==> config.mk <==
export PLATFORM = sky130hd
export DESIGN_NAME = lsh_kernel
export DESIGN_NICKNAME = d
export VERILOG_FILES = /design/src/sv/lsh_pkg.sv /design/src/sv/lsh_kernel.sv
export SDC_FILE = /design/constraint.sdc
export NUM_CORES = 1
export LEC_CHECK = 0
export ABC_CLOCK_PERIOD_IN_PS = 5200
export BUFFER_PORTS_ARGS = -buffer_cell sky130_fd_sc_hd__buf_2
export CORE_ASPECT_RATIO = 1.75
export CORE_MARGIN = 2
export CORE_UTILIZATION = 49
export DETAILED_ROUTE_END_ITERATION = 8
export PLACE_DENSITY = 0.76
export SLEW_MARGIN = 20
export SYNTH_ARGS = -nofsm -noshare
export SYNTH_HDL_FRONTEND = slang
export SYNTH_SLANG_ARGS = --single-unit
==> constraint.sdc <==
create_clock -name aclk -period 5.2 [get_ports aclk]
set_clock_uncertainty 0.15 [all_clocks]
set_input_delay 0.78 -clock aclk [delete_from_list [all_inputs] [get_ports aclk]]
set_output_delay 0.78 -clock aclk [all_outputs]
set_load 0.005 [all_outputs]
==> src/sv/lsh_pkg.sv <==
// ----------------------------------------------------------------------------
// lsh_pkg
// Shared types and constants of the 3x3 Laplacian sharpening filter.
// ----------------------------------------------------------------------------
package lsh_pkg;

    localparam int PIX_W      = 8;
    localparam int CFG_IDX_W  = 2;
    localparam int CFG_DATA_W = 16;

    localparam logic [CFG_IDX_W-1:0] CFG_IMAGE_WIDTH   = 2'd0;
    localparam logic [CFG_IDX_W-1:0] CFG_IMAGE_HEIGHT  = 2'd1;
    localparam logic [CFG_IDX_W-1:0] CFG_CHANNEL_COUNT = 2'd2;

    localparam logic [11:0] WIDTH_RESET    = 12'd640;
    localparam logic [15:0] HEIGHT_RESET   = 16'd480;
    localparam logic [2:0]  CHANNELS_RESET = 3'd1;

    typedef logic [PIX_W-1:0] pix_t;

    typedef struct packed {
        logic emit;
        logic border;
        logic last_row;
        logic frame_end;
    } lsh_ctrl_t;

endpackage

==> src/sv/lsh_kernel.sv <==
// ----------------------------------------------------------------------------
// lsh_kernel
// Read stage, stencil arithmetic with clamp, left-neighbor history and
// output register that emits zero, one or two words per input word.
// ----------------------------------------------------------------------------
module lsh_kernel
    import lsh_pkg::*;
#(
    parameter int MAX_CHANNELS = 4,
    parameter int AW           = 13,
    parameter int CHW          = 2
) (
    input  logic           aclk,
    input  logic           aresetn,
    input  logic           in_valid,
    output logic           in_take,
    input  pix_t           in_pix,
    input  lsh_ctrl_t      in_ctrl,
    input  logic [AW-1:0]  in_addr,
    input  logic [CHW-1:0] tap,
    input  pix_t           centre,
    input  pix_t           up,
    input  pix_t           right,
    output logic           two_wr_en,
    output logic [AW-1:0]  two_wr_addr,
    output pix_t           two_wr_data,
    output logic           m_valid,
    input  logic           m_ready,
    output pix_t           m_sharpened_value,
    output logic           m_frame_end,
    output logic           m_run_last
);

    logic          s1_valid_reg;
    lsh_ctrl_t     s1_ctrl_reg;
    pix_t          s1_pix_reg;
    logic [AW-1:0] s1_addr_reg;

    logic s2_valid_reg;
    pix_t s2_value_reg;
    logic s2_two_reg;
    logic s2_fe_reg;
    logic s2_phase_reg;

    pix_t hist_reg [MAX_CHANNELS];

    logic               s2_last;
    logic               s2_free;
    logic               move;
    pix_t               left;
    logic [10:0]        five_c;
    logic [9:0]         neigh;
    logic signed [11:0] diff;
    pix_t               clamped;
    pix_t               value_next;

    assign s2_last = !s2_two_reg || s2_phase_reg;
    assign s2_free = !s2_valid_reg || (m_ready && s2_last);
    assign in_take = !s1_valid_reg || s2_free;
    assign move    = s1_valid_reg && s2_free;
    assign left    = hist_reg[tap];

    always_comb begin
        five_c = {1'b0, centre, 2'b00} + {3'b000, centre};
        neigh  = {2'b00, left} + {2'b00, right} + {2'b00, up} + {2'b00, s1_pix_reg};
        diff   = $signed({1'b0, five_c}) - $signed({2'b00, neigh});
        priority if (diff < 0) begin
            clamped = '0;
        end else if (diff > 12'sd255) begin
            clamped = '1;
        end else begin
            clamped = diff[7:0];
        end
        value_next = s1_ctrl_reg.border ? '0 : clamped;
    end

    assign two_wr_en   = move;
    assign two_wr_addr = s1_addr_reg;
    assign two_wr_data = centre;

    always_ff @(posedge aclk) begin
        if (!aresetn) begin
            s1_valid_reg <= 1'b0;
        end else if (in_take) begin
            s1_valid_reg <= in_valid;
        end
    end

    always_ff @(posedge aclk) begin
        if (in_take) begin
            s1_ctrl_reg <= in_ctrl;
            s1_pix_reg  <= in_pix;
            s1_addr_reg <= in_addr;
        end
    end

    always_ff @(posedge aclk) begin
        if (move) begin
            hist_reg[0] <= centre;
            for (int i = 1; i < MAX_CHANNELS; i++) begin
                hist_reg[i] <= hist_reg[i-1];
            end
        end
    end

    always_ff @(posedge aclk) begin
        if (!aresetn) begin
            s2_valid_reg <= 1'b0;
            s2_phase_reg <= 1'b0;
        end else if (s2_free) begin
            s2_valid_reg <= move && s1_ctrl_reg.emit;
            s2_phase_reg <= 1'b0;
        end else if (m_ready) begin
            s2_phase_reg <= 1'b1;
        end
    end

    always_ff @(posedge aclk) begin
        if (s2_free) begin
            s2_value_reg <= value_next;
            s2_two_reg   <= s1_ctrl_reg.last_row;
            s2_fe_reg    <= s1_ctrl_reg.frame_end;
        end
    end

    assign m_valid           = s2_valid_reg;
    assign m_sharpened_value = s2_phase_reg ? '0 : s2_value_reg;
    assign m_frame_end       = s2_phase_reg && s2_fe_reg;
    assign m_run_last        = s2_last;

endmodule

==> metrics.cfg <==
[grt]
grt_max_degree=34
antenna_found_initial=0
use_met1=0.186
grt_pass1_wl_um=11600
grt_pass1_vias=2556
use_met2=0.336
busiest_layer=met2
grt.total_usage=0.183
grt_overflow=0
grt_util_met3=0.0558

[power]
total_power_mw=2.15
power_density_nw_per_um2=452
static-leakage-power_nw=2.23
peakVddDrop_v=0.000286

[critical_path]
critical_path_class=in2reg
crit_cells=16
path_buf_inv=5
cp.arrival_ps=4760
path_cells=buf_2, buf_12, mux4_2, fa_1, inv_1, fa_1, inv_1, fa_1, inv_1, ha_1, a21o_1, a21oi_1, o221ai_2, xor2_2, a211oi_4, a21oi_1
rrSetupSlack_ps=670
critPathMaxFanout=8
reg2regPathDepth=14
crit_family=adder cells
end_kind=flip-flop
cp_slowest_cell=fa_1
r2r-end=s2_value_reg[0]$_SDFFCE_PP0P_
start_kind=input port
required_ps=5110
rr_startpoint=hist_reg[0][7]$_DFFE_PP_
crit_path_max_incr_delay_ps=520

[timing]
rsz0062_at_grt=false
worst_slack_ps=348
fin_crit_ps=4850
tns_ps=0
slew_headroom=0.693
slew_violations=0
max_freq_mhz=206
tightest_slew_ps=459
hold_viol=0
fin_crit_sh=0.933
setup_viol=0

[cts]
cts_buffers=9
ctsLongestPathBuffers=2
cts_setup_buffers=0
clk_latency_ps=330
h-tree-depth=3
clkTransAtPathRegs_ps=50
clock_sinks=70
cts_tree=yes
cts_root_buf=clkbuf_16
ctsHoldBuffers=0
cts-resized-gates=0

[place]
pre_cts_slack_ps=6.43
portBuffers=88
placedCellCount=465
place_congestion=0.786
dp_hpwl_um=5420

[floorplan]
die_h_um=123
initial_core_util=0.502
die_w_um=71.8
core_sq_um=7860
row_count=43
io_pins=89
die_area_sq_um=8810

[synth]
synth-edff-count=67
ys_ff_latch=70
ys_types=40
postSynthAreaPerCell_sq_um=13.6
yosys_warnings=0
syn-num-nets=391
synth_area_leaders=edfxtp_1, fa_1, inv_1
async_flop_share=0
seq_area_frac_synth=0.525
syn-cell-area_sq_um=3950
synth.top_cell.area_share=0.510
yosys.area.top_type=edfxtp_1
synthFlopType=edfxtp_1
synth_cells=291

[layout]
fillers=661
areaGrowthSynthToFinish_pct=20.7
largest_reg_flops=32
n_antenna_cell=0
register_area_sq_um=2070
stdcell_count=481
drive_gt1_frac=0.317
multi_input_area_sq_um=1490
fin_nets=486

[drt]
vias_per_cell=4.90
ant_nets=0
route.detailed.drc=0
drt_iter0_drc=117
wl_per_cell_um=14.5
vias=2359
dr.pass1.iters=4
wirelength_um=6980

[min_path]
min-delay-start=s1_ctrl_reg[1]$_DFFE_PP_
whs_path_depth=0
holdPathEnd=s2_two_reg$_DFFE_PP_
hp-class=reg2reg

[run]
max_cap_viol_count=0

[outcome]
outcome=finished clean

## logic make-up after synthesis
kind of cell / count (synthesis) / share of synthesized area
buffers and inverters: 93 / 0.0964
DFF: 70 / 0.525
adders and majority gates: 45 / 0.200
AOI/OAI and AO/OA: 36 / 0.0685
and+or+nand+nor: 28 / 0.0377
xor gates and xnor gates: 10 / 0.0241
muxes: 9 / 0.0482
## Yosys cell counts (all sizes together), types with 2 or more instances
master / number
mux4: 8
nor2: 3
a21o: 4
xnor2: 4
dfxtp: 3
edfxtp: 67
and2: 3
a21oi: 17
nand2: 7
a211oi: 2
clkbuf: 2
o31ai: 2
fa: 30
ha: 15
buf: 9
xor2: 6
o21a: 2
inv: 82
nand4: 2
nor2b: 10
## worst register-to-register path, stage by stage (launching register included)
cell      delay, ps
edfxtp_1        390
mux4_2          490
fa_1            500
inv_1            50
fa_1            490
inv_1            60
fa_1            520
inv_1            40
ha_1            360
a21o_1          210
a21oi_1         190
o221ai_2        140
xor2_2          170
a211oi_4        350
a21oi_1         140
## layer usage
metal	up-vias	routed length [um]
met1	1151	2500
met4	0	187
li1	1139	-
met3	15	282
met5	-	0
met2	54	4010
## power by group
group,internal [mW],switching [mW]
clock,0.348,0.208
sequential,0.681,0.0145
combinational,0.402,0.498
total,1.43,0.720
## layout make-up
type	instances	share of cell area
Clock buffer	15	0.0562
Sequential cell	70	0.435
Tap cell	90	0.0236
Clock inverter	1	0.00105
Multi-Input combinational cell	128	0.313
Timing Repair Buffer	95	0.106
Inverter	82	0.0646
## placed cells by master (no fill, tap or decap), drive strengths merged
cell type,Yosys,routed
o21a,2,2
o221a,1,1
buf,9,95
a31oi,1,1
nor2b,10,10
clkinv,0,1
nand2b,1,1
inv,82,82
and3,1,1
a21o,4,4
mux4,8,8
and2,3,3
o41a,1,1
ha,15,15
nand2,7,7
o211ai,1,1
a211oi,2,2
o31ai,2,2
o221ai,1,1
nand3,1,1
nor2,3,3
clkbuf,2,15
o2bb2ai,1,1
o21ai,1,1
o21bai,1,1
edfxtp,67,67
xor2,6,6
a21boi,1,1
mux2i,1,1
dfxtp,3,3
a21oi,17,17
nand4,2,2
xnor2,4,4
fa,30,30
## worst max-delay path by stage
stage	startpoint	endpoint
finish	tap[0]	s2_value_reg[0]$_SDFFCE_PP0P_
global route	tap[0]	s2_value_reg[0]$_SDFFCE_PP0P_
CTS	tap[0]	s2_value_reg[0]$_SDFFCE_PP0P_
detailed placement	tap[0]	s2_value_reg[1]$_SDFFCE_PP0P_
global placement	tap[0]	s2_value_reg[3]$_SDFFCE_PP0P_
floorplan	tap[0]	s2_value_reg[0]$_SDFFCE_PP0P_
## per-stage QoR
step                hold slack, ps  area [sq um]   util
floorplan                      250          3950      -
global placement               250          4490  0.572
global route                   288          4760  0.606
detailed placement             269          4490  0.572
finish                         275          4760  0.606
CTS                            281          4760  0.606
Power figures use the tool's default switching activity.
